--- src/rtl/spq_pkg.sv ---
// Shared types and constants for the strict priority eight-queue scheduler.
// Depends on nothing; imported by the front end, back end, top level and checker.
`default_nettype none

package spq_pkg;

  // Fixed field widths.
  localparam int unsigned CMD_W    = 2;
  localparam int unsigned TYPE_W   = 16;
  localparam int unsigned CLASS_W  = 8;
  localparam int unsigned HANDLE_W = 16;
  localparam int unsigned STATUS_W = 3;
  localparam int unsigned GAP_W    = 16;

  // Queue count is fixed at eight.
  localparam int unsigned NUM_QUEUES = 8;
  localparam int unsigned QUEUE_W    = 3;

  // Command codes on the input channel.
  localparam logic [CMD_W-1:0] CMD_PUSH = 2'd0;
  localparam logic [CMD_W-1:0] CMD_PULL = 2'd1;
  localparam logic [CMD_W-1:0] CMD_TICK = 2'd2;

  // Result status codes.
  localparam logic [STATUS_W-1:0] ST_ENQ      = 3'd0;
  localparam logic [STATUS_W-1:0] ST_BADCLASS = 3'd1;
  localparam logic [STATUS_W-1:0] ST_FULL     = 3'd2;
  localparam logic [STATUS_W-1:0] ST_PULLED   = 3'd3;
  localparam logic [STATUS_W-1:0] ST_NOTHING  = 3'd4;

  // Classification constants.
  localparam logic [TYPE_W-1:0]  TYPE_CLASSED = 16'h0600;
  localparam logic [CLASS_W-1:0] CLASS_MIN    = 8'd1;
  localparam logic [CLASS_W-1:0] CLASS_MAX    = 8'd8;

  // Classified operation handed from the front end to the back end.
  typedef enum logic [1:0] {
    OP_PUSH,
    OP_PULL,
    OP_TICK,
    OP_BAD
  } op_kind_e;

  typedef struct packed {
    op_kind_e              kind;
    logic [QUEUE_W-1:0]    queue;
    logic [HANDLE_W-1:0]   handle;
  } spq_op_t;

  // Back end sequencer states.
  typedef enum logic {
    BK_IDLE,
    BK_PULL
  } back_state_e;

endpackage

`default_nettype wire

--- src/rtl/spq_front.sv ---
// Front end: accepts input beats, classifies pushes into a target queue and
// buffers the classified operations in a two-entry queue. Depends on spq_pkg.
`default_nettype none

module spq_front (
  input  wire                          clk_i,
  input  wire                          rst_ni,
  input  wire                          in_valid_i,
  output logic                         in_ready_o,
  input  wire  [spq_pkg::CMD_W-1:0]    cmd_i,
  input  wire                          src_port_i,
  input  wire  [spq_pkg::TYPE_W-1:0]   frame_type_i,
  input  wire  [spq_pkg::CLASS_W-1:0]  class_field_i,
  input  wire  [spq_pkg::HANDLE_W-1:0] packet_handle_i,
  output logic                         op_valid_o,
  input  wire                          op_ready_i,
  output spq_pkg::spq_op_t             op_o
);
  import spq_pkg::*;

  spq_op_t     buf_q [2];
  logic        wr_ptr_q, wr_ptr_d;
  logic        rd_ptr_q, rd_ptr_d;
  logic [1:0]  count_q, count_d;
  spq_op_t     op_cls;
  logic        op_keep;
  logic        push_en;
  logic        pop_en;
  logic [CLASS_W-1:0] class_less;

  // Classify the incoming beat.
  always_comb begin
    class_less   = class_field_i - CLASS_MIN;
    op_cls       = '0;
    op_cls.kind  = OP_TICK;
    op_cls.handle = packet_handle_i;
    op_keep      = 1'b1;
    case (cmd_i)
      CMD_PUSH: begin
        op_cls.kind = OP_PUSH;
        if (!src_port_i && frame_type_i == TYPE_CLASSED) begin
          if (class_field_i < CLASS_MIN || class_field_i > CLASS_MAX) begin
            op_cls.kind = OP_BAD;
          end else begin
            op_cls.queue = class_less[QUEUE_W-1:0];
          end
        end
      end
      CMD_PULL: op_cls.kind = OP_PULL;
      CMD_TICK: op_cls.kind = OP_TICK;
      default:  op_keep = 1'b0;
    endcase
  end

  // Two-entry queue between the front and back ends.
  assign in_ready_o = (count_q != 2'd2);
  assign op_valid_o = (count_q != 2'd0);
  assign op_o       = buf_q[rd_ptr_q];
  assign push_en    = in_valid_i && in_ready_o && op_keep;
  assign pop_en     = op_valid_o && op_ready_i;

  always_comb begin
    wr_ptr_d = push_en ? ~wr_ptr_q : wr_ptr_q;
    rd_ptr_d = pop_en ? ~rd_ptr_q : rd_ptr_q;
    count_d  = count_q + {1'b0, push_en} - {1'b0, pop_en};
  end

  always_ff @(posedge clk_i or negedge rst_ni) begin
    if (!rst_ni) begin
      wr_ptr_q <= 1'b0;
      rd_ptr_q <= 1'b0;
      count_q  <= 2'd0;
    end else begin
      wr_ptr_q <= wr_ptr_d;
      rd_ptr_q <= rd_ptr_d;
      count_q  <= count_d;
    end
  end

  // Entry payload needs no reset.
  always_ff @(posedge clk_i) begin
    if (push_en) begin
      buf_q[wr_ptr_q] <= op_cls;
    end
  end

endmodule

`default_nettype wire

--- src/rtl/spq_back.sv ---
// Back end: executes classified operations against the queue storage, keeps
// pointers, fill counts, the gap timer and the output register. Depends on spq_pkg.
`default_nettype none

module spq_back #(
  parameter int unsigned QUEUE_DEPTH = 16
) (
  input  wire                           clk_i,
  input  wire                           rst_ni,
  input  wire                           cfg_we_i,
  input  wire  [spq_pkg::GAP_W-1:0]     cfg_wdata_i,
  input  wire                           op_valid_i,
  output logic                          op_ready_o,
  input  spq_pkg::spq_op_t              op_i,
  output logic                          out_valid_o,
  input  wire                           out_ready_i,
  output logic [spq_pkg::STATUS_W-1:0]  status_o,
  output logic [spq_pkg::HANDLE_W-1:0]  out_handle_o,
  output logic [spq_pkg::QUEUE_W-1:0]   out_queue_o
);
  import spq_pkg::*;

  localparam int unsigned PTR_W    = (QUEUE_DEPTH > 1) ? $clog2(QUEUE_DEPTH) : 1;
  localparam int unsigned CNT_W    = $clog2(QUEUE_DEPTH + 1);
  localparam int unsigned ADDR_W   = QUEUE_W + PTR_W;
  localparam int unsigned MEM_SIZE = 2 ** ADDR_W;
  localparam logic [PTR_W-1:0] PTR_LAST = PTR_W'(QUEUE_DEPTH - 1);
  localparam logic [CNT_W-1:0] CNT_FULL = CNT_W'(QUEUE_DEPTH);

  logic [HANDLE_W-1:0] mem [MEM_SIZE];
  logic [HANDLE_W-1:0] rd_data_q;

  logic [PTR_W-1:0] head_q [NUM_QUEUES];
  logic [PTR_W-1:0] head_d [NUM_QUEUES];
  logic [PTR_W-1:0] tail_q [NUM_QUEUES];
  logic [PTR_W-1:0] tail_d [NUM_QUEUES];
  logic [CNT_W-1:0] fill_q [NUM_QUEUES];
  logic [CNT_W-1:0] fill_d [NUM_QUEUES];

  logic [GAP_W-1:0] gap_q, gap_d;
  logic [GAP_W-1:0] ticks_q, ticks_d;
  back_state_e      state_q, state_d;
  logic [QUEUE_W-1:0] pull_q_q, pull_q_d;

  logic               out_valid_q, out_valid_d;
  logic [STATUS_W-1:0] status_q, status_d;
  logic [HANDLE_W-1:0] handle_q, handle_d;
  logic [QUEUE_W-1:0]  queue_q, queue_d;
  logic               out_load;

  logic               wr_en, rd_en;
  logic [ADDR_W-1:0]  wr_addr, rd_addr;
  logic [QUEUE_W-1:0] sel_queue;
  logic               sel_found;
  logic               refused;

  // Free to start an operation when idle and the output slot is free or draining.
  assign op_ready_o = (state_q == BK_IDLE) && (!out_valid_q || out_ready_i);

  // Lowest-numbered non-empty queue.
  always_comb begin
    sel_queue = '0;
    sel_found = 1'b0;
    for (int i = NUM_QUEUES - 1; i >= 0; i--) begin
      if (fill_q[i] != '0) begin
        sel_queue = QUEUE_W'(i);
        sel_found = 1'b1;
      end
    end
  end

  assign refused = (gap_q != '0) && (ticks_q < gap_q);

  // Operation sequencer.
  always_comb begin
    head_d   = head_q;
    tail_d   = tail_q;
    fill_d   = fill_q;
    ticks_d  = ticks_q;
    gap_d    = cfg_we_i ? cfg_wdata_i : gap_q;
    state_d  = state_q;
    pull_q_d = pull_q_q;
    out_load = 1'b0;
    status_d = status_q;
    handle_d = handle_q;
    queue_d  = queue_q;
    wr_en    = 1'b0;
    rd_en    = 1'b0;
    wr_addr  = {op_i.queue, tail_q[op_i.queue]};
    rd_addr  = {sel_queue, head_q[sel_queue]};

    case (state_q)
      BK_IDLE: begin
        if (op_valid_i && op_ready_o) begin
          case (op_i.kind)
            OP_PUSH: begin
              out_load = 1'b1;
              handle_d = '0;
              queue_d  = op_i.queue;
              if (fill_q[op_i.queue] == CNT_FULL) begin
                status_d = ST_FULL;
              end else begin
                status_d = ST_ENQ;
                wr_en    = 1'b1;
                tail_d[op_i.queue] = (tail_q[op_i.queue] == PTR_LAST) ? '0 :
                                     tail_q[op_i.queue] + 1'b1;
                fill_d[op_i.queue] = fill_q[op_i.queue] + 1'b1;
              end
            end
            OP_BAD: begin
              out_load = 1'b1;
              status_d = ST_BADCLASS;
              handle_d = '0;
              queue_d  = '0;
            end
            OP_TICK: begin
              if (ticks_q != '1) begin
                ticks_d = ticks_q + 1'b1;
              end
            end
            OP_PULL: begin
              if (refused) begin
                out_load = 1'b1;
                status_d = ST_NOTHING;
                handle_d = '0;
                queue_d  = '0;
              end else begin
                ticks_d = '0;
                if (sel_found) begin
                  rd_en    = 1'b1;
                  pull_q_d = sel_queue;
                  state_d  = BK_PULL;
                  head_d[sel_queue] = (head_q[sel_queue] == PTR_LAST) ? '0 :
                                      head_q[sel_queue] + 1'b1;
                  fill_d[sel_queue] = fill_q[sel_queue] - 1'b1;
                end else begin
                  out_load = 1'b1;
                  status_d = ST_NOTHING;
                  handle_d = '0;
                  queue_d  = '0;
                end
              end
            end
            default: ;
          endcase
        end
      end
      BK_PULL: begin
        // Read data of the head entry is now registered.
        out_load = 1'b1;
        status_d = ST_PULLED;
        handle_d = rd_data_q;
        queue_d  = pull_q_q;
        state_d  = BK_IDLE;
      end
      default: state_d = BK_IDLE;
    endcase

    if (out_load) begin
      out_valid_d = 1'b1;
    end else if (out_ready_i) begin
      out_valid_d = 1'b0;
    end else begin
      out_valid_d = out_valid_q;
    end
  end

  // Control state.
  always_ff @(posedge clk_i or negedge rst_ni) begin
    if (!rst_ni) begin
      for (int i = 0; i < NUM_QUEUES; i++) begin
        head_q[i] <= '0;
        tail_q[i] <= '0;
        fill_q[i] <= '0;
      end
      gap_q       <= '0;
      ticks_q     <= '0;
      state_q     <= BK_IDLE;
      out_valid_q <= 1'b0;
    end else begin
      head_q      <= head_d;
      tail_q      <= tail_d;
      fill_q      <= fill_d;
      gap_q       <= gap_d;
      ticks_q     <= ticks_d;
      state_q     <= state_d;
      out_valid_q <= out_valid_d;
    end
  end

  // Payload registers.
  always_ff @(posedge clk_i) begin
    pull_q_q <= pull_q_d;
    status_q <= status_d;
    handle_q <= handle_d;
    queue_q  <= queue_d;
  end

  // Queue storage with one write and one registered read port.
  always_ff @(posedge clk_i) begin
    if (wr_en) begin
      mem[wr_addr] <= op_i.handle;
    end
    if (rd_en) begin
      rd_data_q <= mem[rd_addr];
    end
  end

  assign out_valid_o  = out_valid_q;
  assign status_o     = status_q;
  assign out_handle_o = handle_q;
  assign out_queue_o  = queue_q;

endmodule

`default_nettype wire

--- src/rtl/strict_priority_eight_queue_scheduler_unit.sv ---
// A push, bad-class push or refused/empty pull passes the operation buffer and result
// register; a served pull also passes the registered read of the queue storage.
// Throughput: one push or tick per cycle while the result output is not stalled; no new
// operation is taken while a served pull reads. Ticks and command 3 give no result.
// Reset (async, active low) clears pointers, fill counts, timer, gap register and
// the operation buffer; the queue storage is not cleared and needs no clearing pass.
`default_nettype none

module strict_priority_eight_queue_scheduler_unit #(
  parameter int unsigned QUEUE_DEPTH = 16
) (
  input  wire                           clk_i,
  input  wire                           rst_ni,
  input  wire                           cfg_we_i,
  input  wire  [spq_pkg::GAP_W-1:0]     cfg_wdata_i,
  input  wire                           in_valid_i,
  output logic                          in_ready_o,
  input  wire  [spq_pkg::CMD_W-1:0]     cmd_i,
  input  wire                           src_port_i,
  input  wire  [spq_pkg::TYPE_W-1:0]    frame_type_i,
  input  wire  [spq_pkg::CLASS_W-1:0]   class_field_i,
  input  wire  [spq_pkg::HANDLE_W-1:0]  packet_handle_i,
  output logic                          out_valid_o,
  input  wire                           out_ready_i,
  output logic [spq_pkg::STATUS_W-1:0]  status_o,
  output logic [spq_pkg::HANDLE_W-1:0]  out_handle_o,
  output logic [spq_pkg::QUEUE_W-1:0]   out_queue_o
);
  import spq_pkg::*;

  spq_op_t op;
  logic    op_valid;
  logic    op_ready;

  // Classification and buffering.
  spq_front u_front (
    .clk_i           (clk_i),
    .rst_ni          (rst_ni),
    .in_valid_i      (in_valid_i),
    .in_ready_o      (in_ready_o),
    .cmd_i           (cmd_i),
    .src_port_i      (src_port_i),
    .frame_type_i    (frame_type_i),
    .class_field_i   (class_field_i),
    .packet_handle_i (packet_handle_i),
    .op_valid_o      (op_valid),
    .op_ready_i      (op_ready),
    .op_o            (op)
  );

  // Queue execution and result output.
  spq_back #(
    .QUEUE_DEPTH (QUEUE_DEPTH)
  ) u_back (
    .clk_i        (clk_i),
    .rst_ni       (rst_ni),
    .cfg_we_i     (cfg_we_i),
    .cfg_wdata_i  (cfg_wdata_i),
    .op_valid_i   (op_valid),
    .op_ready_o   (op_ready),
    .op_i         (op),
    .out_valid_o  (out_valid_o),
    .out_ready_i  (out_ready_i),
    .status_o     (status_o),
    .out_handle_o (out_handle_o),
    .out_queue_o  (out_queue_o)
  );

endmodule

`default_nettype wire

--- config.mk ---
export PLATFORM = sky130hd
export DESIGN_NAME = strict_priority_eight_queue_scheduler_unit
export DESIGN_NICKNAME = d
export VERILOG_FILES = /design/src/rtl/spq_pkg.sv /design/src/rtl/spq_front.sv /design/src/rtl/spq_back.sv /design/src/rtl/strict_priority_eight_queue_scheduler_unit.sv
export SDC_FILE = /design/constraint.sdc
export NUM_CORES = 2
export LEC_CHECK = 0
export BUFFER_PORTS_ARGS = -buffer_cell sky130_fd_sc_hd__buf_2
export CAP_MARGIN = 20
export CORE_MARGIN = 8
export CORE_UTILIZATION = 30
export DETAILED_ROUTE_END_ITERATION = 10
export PLACE_DENSITY = 0.46
export SLEW_MARGIN = 10
export SYNTH_ARGS = -nofsm -noshare
export SYNTH_HDL_FRONTEND = slang
export SYNTH_SLANG_ARGS = --single-unit
--- constraint.sdc ---
create_clock -name clk_i -period 4.5 [get_ports clk_i]
set_clock_uncertainty 0.1 [all_clocks]
set_input_delay 0.9 -clock clk_i [delete_from_list [all_inputs] [get_ports clk_i]]
set_output_delay 0.9 -clock clk_i [all_outputs]
set_load 0.01 [all_outputs]
Word-level counts from Yosys, hierarchy flattened
Memory sizes are Yosys's and may differ from the RTL's. A register that Yosys moved wholly into a read port is not among the register bits.
Index checks and enable logic that the tools add are counted.
{ "word_totals": {"ff_bits": 167, "mem_bits_rw": 2090, "in_bits": 64, "wordCells": 205, "n_memories": 2} }
{ "mem_list": {"columns": ["name", "words", "width", "rd", "rd_clocked_by_memory_dff", "write_ports", "line", "text"], "rows": [
  ["u_back.mem", 128, 16, 1, 1, 1, "spq_back.sv:30", "logic [HANDLE_W-1:0] mem [MEM_SIZE];"],
  ["u_front.buf_q", 2, 21, 1, 0, 1, "spq_front.sv:21", "spq_op_t buf_q [2];"]
]} }
{ "classes": {"addsub": 8, "magnitude_cmp": 7, "n_eq_ne": 19, "n_mux": 92, "bitwise_logic": 7, "n_reduce_logical": 35} }
{ "ops": {"columns": ["operator", "count"], "rows": [
  ["$mux W40", 3],
  ["$pmux W16 S2", 3],
  ["$bwmux W40", 2],
  ["$mux W16", 5],
  ["$pmux W40 S2", 1],
  ["$bwmux W32", 2],
  ["$mux W3", 16],
  ["$reduce_bool A5 Y1", 8],
  ["$mux W5", 7],
  ["$mux W4", 8],
  ["$bmux W5 S3", 2],
  ["$demux W5 S3", 2],
  ["$mux W1", 27],
  ["$bmux W4 S3", 2],
  ["$demux W4 S3", 2],
  ["$pmux W3 S3", 2],
  ["$add A16 B1 Y16 const B", 1],
  ["$eq A16 B11 Y1 const B", 1],
  ["$lt A16 B16 Y1", 1],
  ["$ne A16 B16 Y1 const B", 1],
  ["$reduce_bool A16 Y1", 1],
  ["$pmux W3 S2", 2],
  ["$reduce_and A5 Y1", 2],
  ["$add A4 B1 Y4 const B", 2],
  ["32 further kinds", 65]
]} }

Longest topological paths before layout
{ "depth": {"ltp_word": 18, "ltp_mapped": 19, "mapped_depth_nobuf": 13} }

By module
A second synthesis with hierarchy kept.
{ "hier_totals": {"cells_unflattened": 6263, "hier_area_um2": 91396.4} }
{ "by_module_without_submodules": {"columns": ["mod", "n_inst", "cells_per_inst", "area_each_um2", "seq_area_each_um2"], "rows": [
  ["spq_back", 1, 6150, 89482.1, 66183.5],
  ["spq_front", 1, 113, 1914.3, 1361.3]
]} }

Worst setup path after synthesis
OpenSTA, ideal clock, no wires.
{ "synth_path": {"path_type": "reg2reg", "startpoint": "reg u_front.rd_ptr_q", "endpoint": "mem u_back.mem[32][0] (enable)", "setup_ns": 0.388, "arrival_time_ns": 4.127, "t_required_ns": 4.012, "slack_ns": -0.116, "path_stages_with_launch": 16, "n_path_buf": 5, "path_cell_list": "dfrtp_1 > clkbuf_1 > nor2b_1 > a22oi_1 > or2_2 > o22ai_1 > or4_1 > clkbuf_1 > ha_1 > nand4_1 > and3_1 > clkbuf_1 > clkbuf_1 > nand4_1 > clkbuf_1 > nor2_1"} }
{ "synth_via": {"elab_chain_len": 12, "elab_cells_between_ends": 16, "classes_between": "eq/ne (1); mux (12); bitwise (1); reduce/logical (1); memory (1)"} }
{ "synth_rtl": {"columns": ["element", "line", "text"], "rows": [
  ["start: declaration", "spq_front.sv:23", "logic rd_ptr_q, rd_ptr_d;"],
  ["start signal: assignment", "spq_front.sv:75", "rd_ptr_q <= rd_ptr_d;"],
  ["$mem_v2 Z2 W21 *", null, null],
  ["$not A3 Y4 (not written as such)", "spq_back.sv:89, spq_back.sv:100", null],
  ["$bmux W5 S3", "spq_back.sv:100", "if (fill_q[op_i.queue] == CNT_FULL) begin"],
  ["$mux W5 (not written as such) (2 in a row)", "spq_back.sv:100", null],
  ["$eq A5 B5 Y1", "spq_back.sv:100", null],
  ["$mux W1", "spq_back.sv:100", null],
  ["$mux W1", "spq_back.sv:95", "case (op_i.kind)"],
  ["$mux W1", "spq_back.sv:94", "if (op_valid_i && op_ready_o) begin"],
  ["$mux W1", "spq_back.sv:92", "case (state_q)"],
  ["$mux W1", "spq_back.sv:201", "if (wr_en) begin"],
  ["$mux W1 (not written as such)", "spq_back.sv:202", "mem[wr_addr] <= op_i.handle;"],
  ["end: declaration", "spq_back.sv:30", null]
]} }
Mark *: on every way between the ends. The rest lies on a longest branch, timed or not. The select of a mux whose other input is x is not followed.

Final worst setup path
{ "layout_path": {"startpoint": "reg u_back.fill_q[16] (netlist name)", "endpoint": "reg u_back.rd_data_q[5] (read register of u_back.mem), data pin"} }
{ "layout_via": {"elab_chain_len": 11, "elab_cells_between_ends": 20, "classes_between": "mux (18); bitwise (1); reduce/logical (1)"} }
{ "layout_rtl": {"columns": ["element", "line", "text"], "rows": [
  ["start: declaration", "spq_back.sv:37", "logic [CNT_W-1:0] fill_q [NUM_QUEUES];"],
  ["start signal: assignment", "spq_back.sv:183", "fill_q <= fill_d;"],
  ["$reduce_bool A5 Y1 *", "spq_back.sv:65", "if (fill_q[i] != '0) begin"],
  ["$mux W1 (5 in a row)", "spq_back.sv:65", null],
  ["$mux W1", "spq_back.sv:129", "if (sel_found) begin"],
  ["$mux W1", "spq_back.sv:122", "if (refused) begin"],
  ["$mux W1", "spq_back.sv:95", null],
  ["$mux W1", "spq_back.sv:94", null],
  ["$mux W1", "spq_back.sv:92", null],
  ["end: declaration", "spq_back.sv:31", "logic [HANDLE_W-1:0] rd_data_q;"]
]} }
Marked as above.
A chain may end at the register's enable or synchronous reset.

==> results by group <==
Run
  • Max-cap violations: 0

Detailed routing
  • DRC: 0
  • DRT antenna net count: 0
  • Via count: around 58000
  • Met3 wire len: between 20 and 30 mm
  • Met2 wire len: between 150 and 200 mm
  • DRT met1 WL: approximately 150 mm
  • Initial DRT Pass Iterations: 8
  • Routed WL: ~340 mm
  • Wire per inst: around 31 um
  • Top Metal Used: met5
  • Initial drt markers: between 7000 and 8000
  • Average via count per standard cell: roughly 5.3

Floorplanning
  • Core Footprint: slightly above 300000 sq um
  • Core Rows: roughly 200
  • Horiz. Die Dim: ~570 um
  • I/O pin cnt: 88
  • Initial Util: roughly 30%
  • Die height: ~570 um
  • Die area: around 320000 sq um

STA
  • Final hold vios: 0
  • Crit share post-route: 112.3%
  • Finish-stage setup viols: 16
  • Min Clock Period, post-route: around 5100 ps
  • Slew Viols, Final: 0
  • Unrepaired setup endpoints after global routing: yes
  • Slew headroom: between 20% and 30%
  • Final WS setup: -552.8 ps
  • Fmax: around 0.20 GHz
  • Worst Tran Pin Value: about 1200 ps

GRT
  • Initial antenna violation count: 33
  • Vias in the first global route: between 50000 and 60000
  • First-pass GRT wire length: about 470 mm
  • GRT Resource Usage Total: about a fifth
  • Pin count of the biggest net entering global routing: 105
  • Gr ovfl total: 0

Critical path
  • Setup Crit Path Kind: reg -> reg
  • Worst EP required: between 5000 and 6000 ps
  • Worst path cell trace: or4_4 -> buf_6 -> nor4_4 -> buf_4 -> nor3_4 -> o21ai_2 -> o221ai_2 -> or2_4 -> buf_12 -> buf_16 -> buf_12 -> inv_8 -> buf_16 -> buf_16 -> a31oi_1 -> o21ai_1 -> buf_4 -> nand4_1 -> or4_1
  • CP Max Fanout: 17
  • Critical Path Slowest Stage Cell: or4_4
  • CP max stage delay: between 500 and 600 ps
  • Buf/Inv on CP: 9
  • CP arrival: roughly 5600 ps
  • CP endpoint kind: flip-flop
  • Critical Path Start Type: flip-flop
  • Cell mode on critical path: buf_16
  • CP delay by family, top: simple AND/OR/NAND/NOR gates

Clock network
  • Clock latency at the later pin of the worst-skew pair: approximately 900 ps
  • CTS Buf Count: roughly 250
  • CTS sink cnt: roughly 2300
  • Max H-tree Level: 4
  • CTS tree: yes
  • CTS Buffer Depth: 4
  • Clock Tree Root: clkbuf_16
  • Clock transition at path regs: 70 ps

Power
  • Lkg Pwr: a little over 40 nW
  • PwrDens: 542.4 nW/um^2
  • Max VDD drop: 0.3572 mV

Finish
  • Layout cell share with drive strength beyond 1: a little under a third
  • Cell Count, Final, Fillers Out: between 10000 and 15000
  • FILL cells: 27910
  • Final Core Density: a little under two fifths
  • Layout area overhead: 27.09%
  • Final nets: 6834

Hold path
  • Hold Crit Class: in -> reg

Synth
  • Yosys cell types: 96
  • Synth Flop Type: edfxtp_1
  • Post-Syn Nets: 5636
  • Post-synth EDFFs: ~2100
  • Synth area leader: edfxtp_1
  • #FFs+latches synth: roughly 2300
  • Post-Synth XOR/XNOR Area: less than 1%
  • Yosys warns: 0
  • Adder-cell share of the synthesized area: 0.4116%
  • Post-synthesis sequential area ratio: 74.07%
  • Post-synthesis async set-or-reset flop share: 6.247%
  • Synth Area in Compound Gates: under 10%
  • Simple-gate share of the synthesized area: 8.273%
  • Area contributors post-synth: edfxtp_1 70%, mux4_2 6.2%, dfrtp_1 3.9%
  • Mapped cell area: 91180 sq um
  • Mapped Avg Cell Area: 16.45 sq um
  • Combinational family with the most area after synthesis: multiplexers
  • Share of the synthesized area in the top cell type: between 70% and 80%
  • Post-synthesis mux area share: under 10%
  • Synth Instances: approximately 5500

Place
  • HPWL after DPL: 237.2 mm
  • Placed cells: 10330
  • Routability congestion estimate: between 0.9 and 1
  • # port buffers: 87

Status
  • Outcome: complete, but fails checks
  • Failing checks: setup timing
[through the flow]
stage | setup TNS, ps | hold WS [ps] | setup slack [ps] | power, mW | instance area [sq um]
3_3_place_gp | -40390 | 368.0 | -1292 | 42.07 | 104900
4_1_cts | -4050 | 25.52 | -347.1 | 62.69 | 114700
2_1_floorplan | -103460 | 349.7 | -115.9 | 34.02 | 91190
3_5_place_dp | -34970 | 382.6 | -1337 | 42.21 | 105000
5_1_grt | -7298 | 49.36 | -566.1 | 64.72 | 115900
6_report | -6028 | 91.02 | -552.8 | 62.86 | 115900
[registers in the layout (all words and copies together), names as in the netlist, 16 cells and up]
| register | cells |
|---|---|
| u_back.fill_q | 40 |
| u_back.gap_q | 16 |
| u_back.head_q | 32 |
| u_back.mem | 2048 |
| u_back.out_handle_o | 16 |
| u_back.rd_data_q | 16 |
| u_back.tail_q | 32 |
| u_back.ticks_q | 16 |
| u_front.buf_q | 42 |
[synth_stat cells (14+ instances only)]
cell type and n:
edfxtp_1 2131, nand2_1 767, nand3_1 288, nor2_1 256, mux4_2 253, mux2i_1 197, dfrtp_1 142, a21oi_1 107
clkbuf_1 92, o22ai_1 87, buf_2 83, a22oi_1 81, mux2_2 80, nand4_1 77, inv_1 75, o21ai_0 67
a31oi_1 65, and3_1 50, nor3_1 44, a221oi_1 43, a32oi_1 40, buf_4 39, buf_6 39, ha_1 30
nor4_1 30, and2_1 24, o211ai_1 24, buf_1 19, xnor2_1 16, or4_1 15, a2111oi_0 14, a221o_1 14
nand2b_1 14
[per-layer routing]
metal | vias to the layer above | GRT usage, %
met5 | - | 0
met4 | 6 | 6.756
met3 | 477 | 3.767
met2 | 2551 | 32.34
met1 | 30540 | 28.51
li1 | 24330 | -
[cells by family (layout without fill, tap and decap cells)]
kind of cell | after synthesis | in the layout
DFF | 2273 | 2273
and+or+nand+nor | 1645 | 1645
AOI/OAI and AO/OA | 679 | 679
muxes | 534 | 534
buffers and inverters | 362 | 1749
adders and majority gates | 30 | 30
xor gates and xnor gates | 19 | 19
other | 0 | 12
[worst register-to-register path: stages (launching register included)]
cell and delay (ps):
dfrtp_1 390, or4_4 580, buf_6 150, nor4_4 300, buf_4 190, nor3_4 40, o21ai_2 80, o221ai_2 130
or2_4 290, buf_12 150, buf_16 170, buf_12 140, inv_8 130, buf_16 230, buf_16 220, a31oi_1 200
o21ai_1 260, buf_4 230, nand4_1 310, or4_1 570
[area by class of cell]
cell class | instances | area [sq um] | share of cell area [%]
diodes | 12 | 30.03 | 0.02591
clock inverters | 134 | 1260 | 1.087
repair inverters | 1 | 16.27 | 0.01404
repair buffers | 1234 | 12150 | 10.48
well taps | 3978 | 4977 | 4.295
clock buffers | 303 | 6422 | 5.542
inverters | 77 | 309.0 | 0.2667
multi-input cells | 2907 | 23170 | 20.00
flip-flops and latches | 2273 | 67550 | 58.29
[power breakdown]
part / total (mW) / internal [mW] / switching (mW)
clock: 19.7 / 11.3 / 8.44
combinational: 16.7 / 5.93 / 10.8
sequential: 26.4 / 26.1 / 0.340
total: 62.9 / 43.3 / 19.6
[final timing paths]
path / start / cells after the start / endpoint / slack [ps]
worst max-delay path: u_back.fill_q[16] / 19 / u_back.rd_data_q[5] / -550
worst min-delay path: packet_handle_i[6] / 1 / u_front.buf_q[1][6] / 90
worst max register to register: u_back.fill_q[16] / 19 / u_back.rd_data_q[5] / -550
worst min register to register: u_back.tail_q[27] / 2 / u_back.tail_q[27] / 390
max in group asynchronous: rst_ni / 3 / u_back.tail_q[7] / 2910
min in group asynchronous: rst_ni / 2 / u_back.head_q[25] / 530
[cell usage in the layout, fill, tap and decap left out, types with 15 or more instances in the layout]
cell / netlist / routed
a32oi_1: 40 / 35
nand3_1: 288 / 269
a21oi_1: 107 / 95
clkinv_1: 0 / 56
a31oi_1: 65 / 58
buf_12: 4 / 193
ha_1: 30 / 30
xnor2_1: 16 / 16
mux2_2: 80 / 64
clkinv_2: 0 / 39
nand4_1: 77 / 77
clkbuf_1: 92 / 54
buf_6: 39 / 54
o22ai_1: 87 / 82
nor3_1: 44 / 33
buf_2: 83 / 86
buf_4: 39 / 864
bufinv_16: 0 / 21
a22oi_1: 81 / 55
o211ai_1: 24 / 24
and2_1: 24 / 22
clkbuf_16: 0 / 249
nor2_1: 256 / 194
nand3_2: 1 / 15
mux4_2: 253 / 255
inv_1: 75 / 75
mux2i_1: 197 / 188
nor2_2: 4 / 56
o21ai_0: 67 / 52
a22oi_2: 0 / 26
a221oi_1: 43 / 35
buf_8: 8 / 19
and3_1: 50 / 41
dfrtp_1: 142 / 141
o21ai_1: 6 / 19
edfxtp_1: 2131 / 2131
nand2_1: 767 / 754
[timing repair]
action | CTS | global route
cloned | 7 | 1
gates resized for setup | 254 | 141
buffers inserted | 72 | 68
pin swaps | 74 | 77
endpoints found under the setup margin | 280 | 214
hold buffers | 1 | 0
endpoints found under the hold margin | 74 | 0
(Power assumes the default switching activity.)
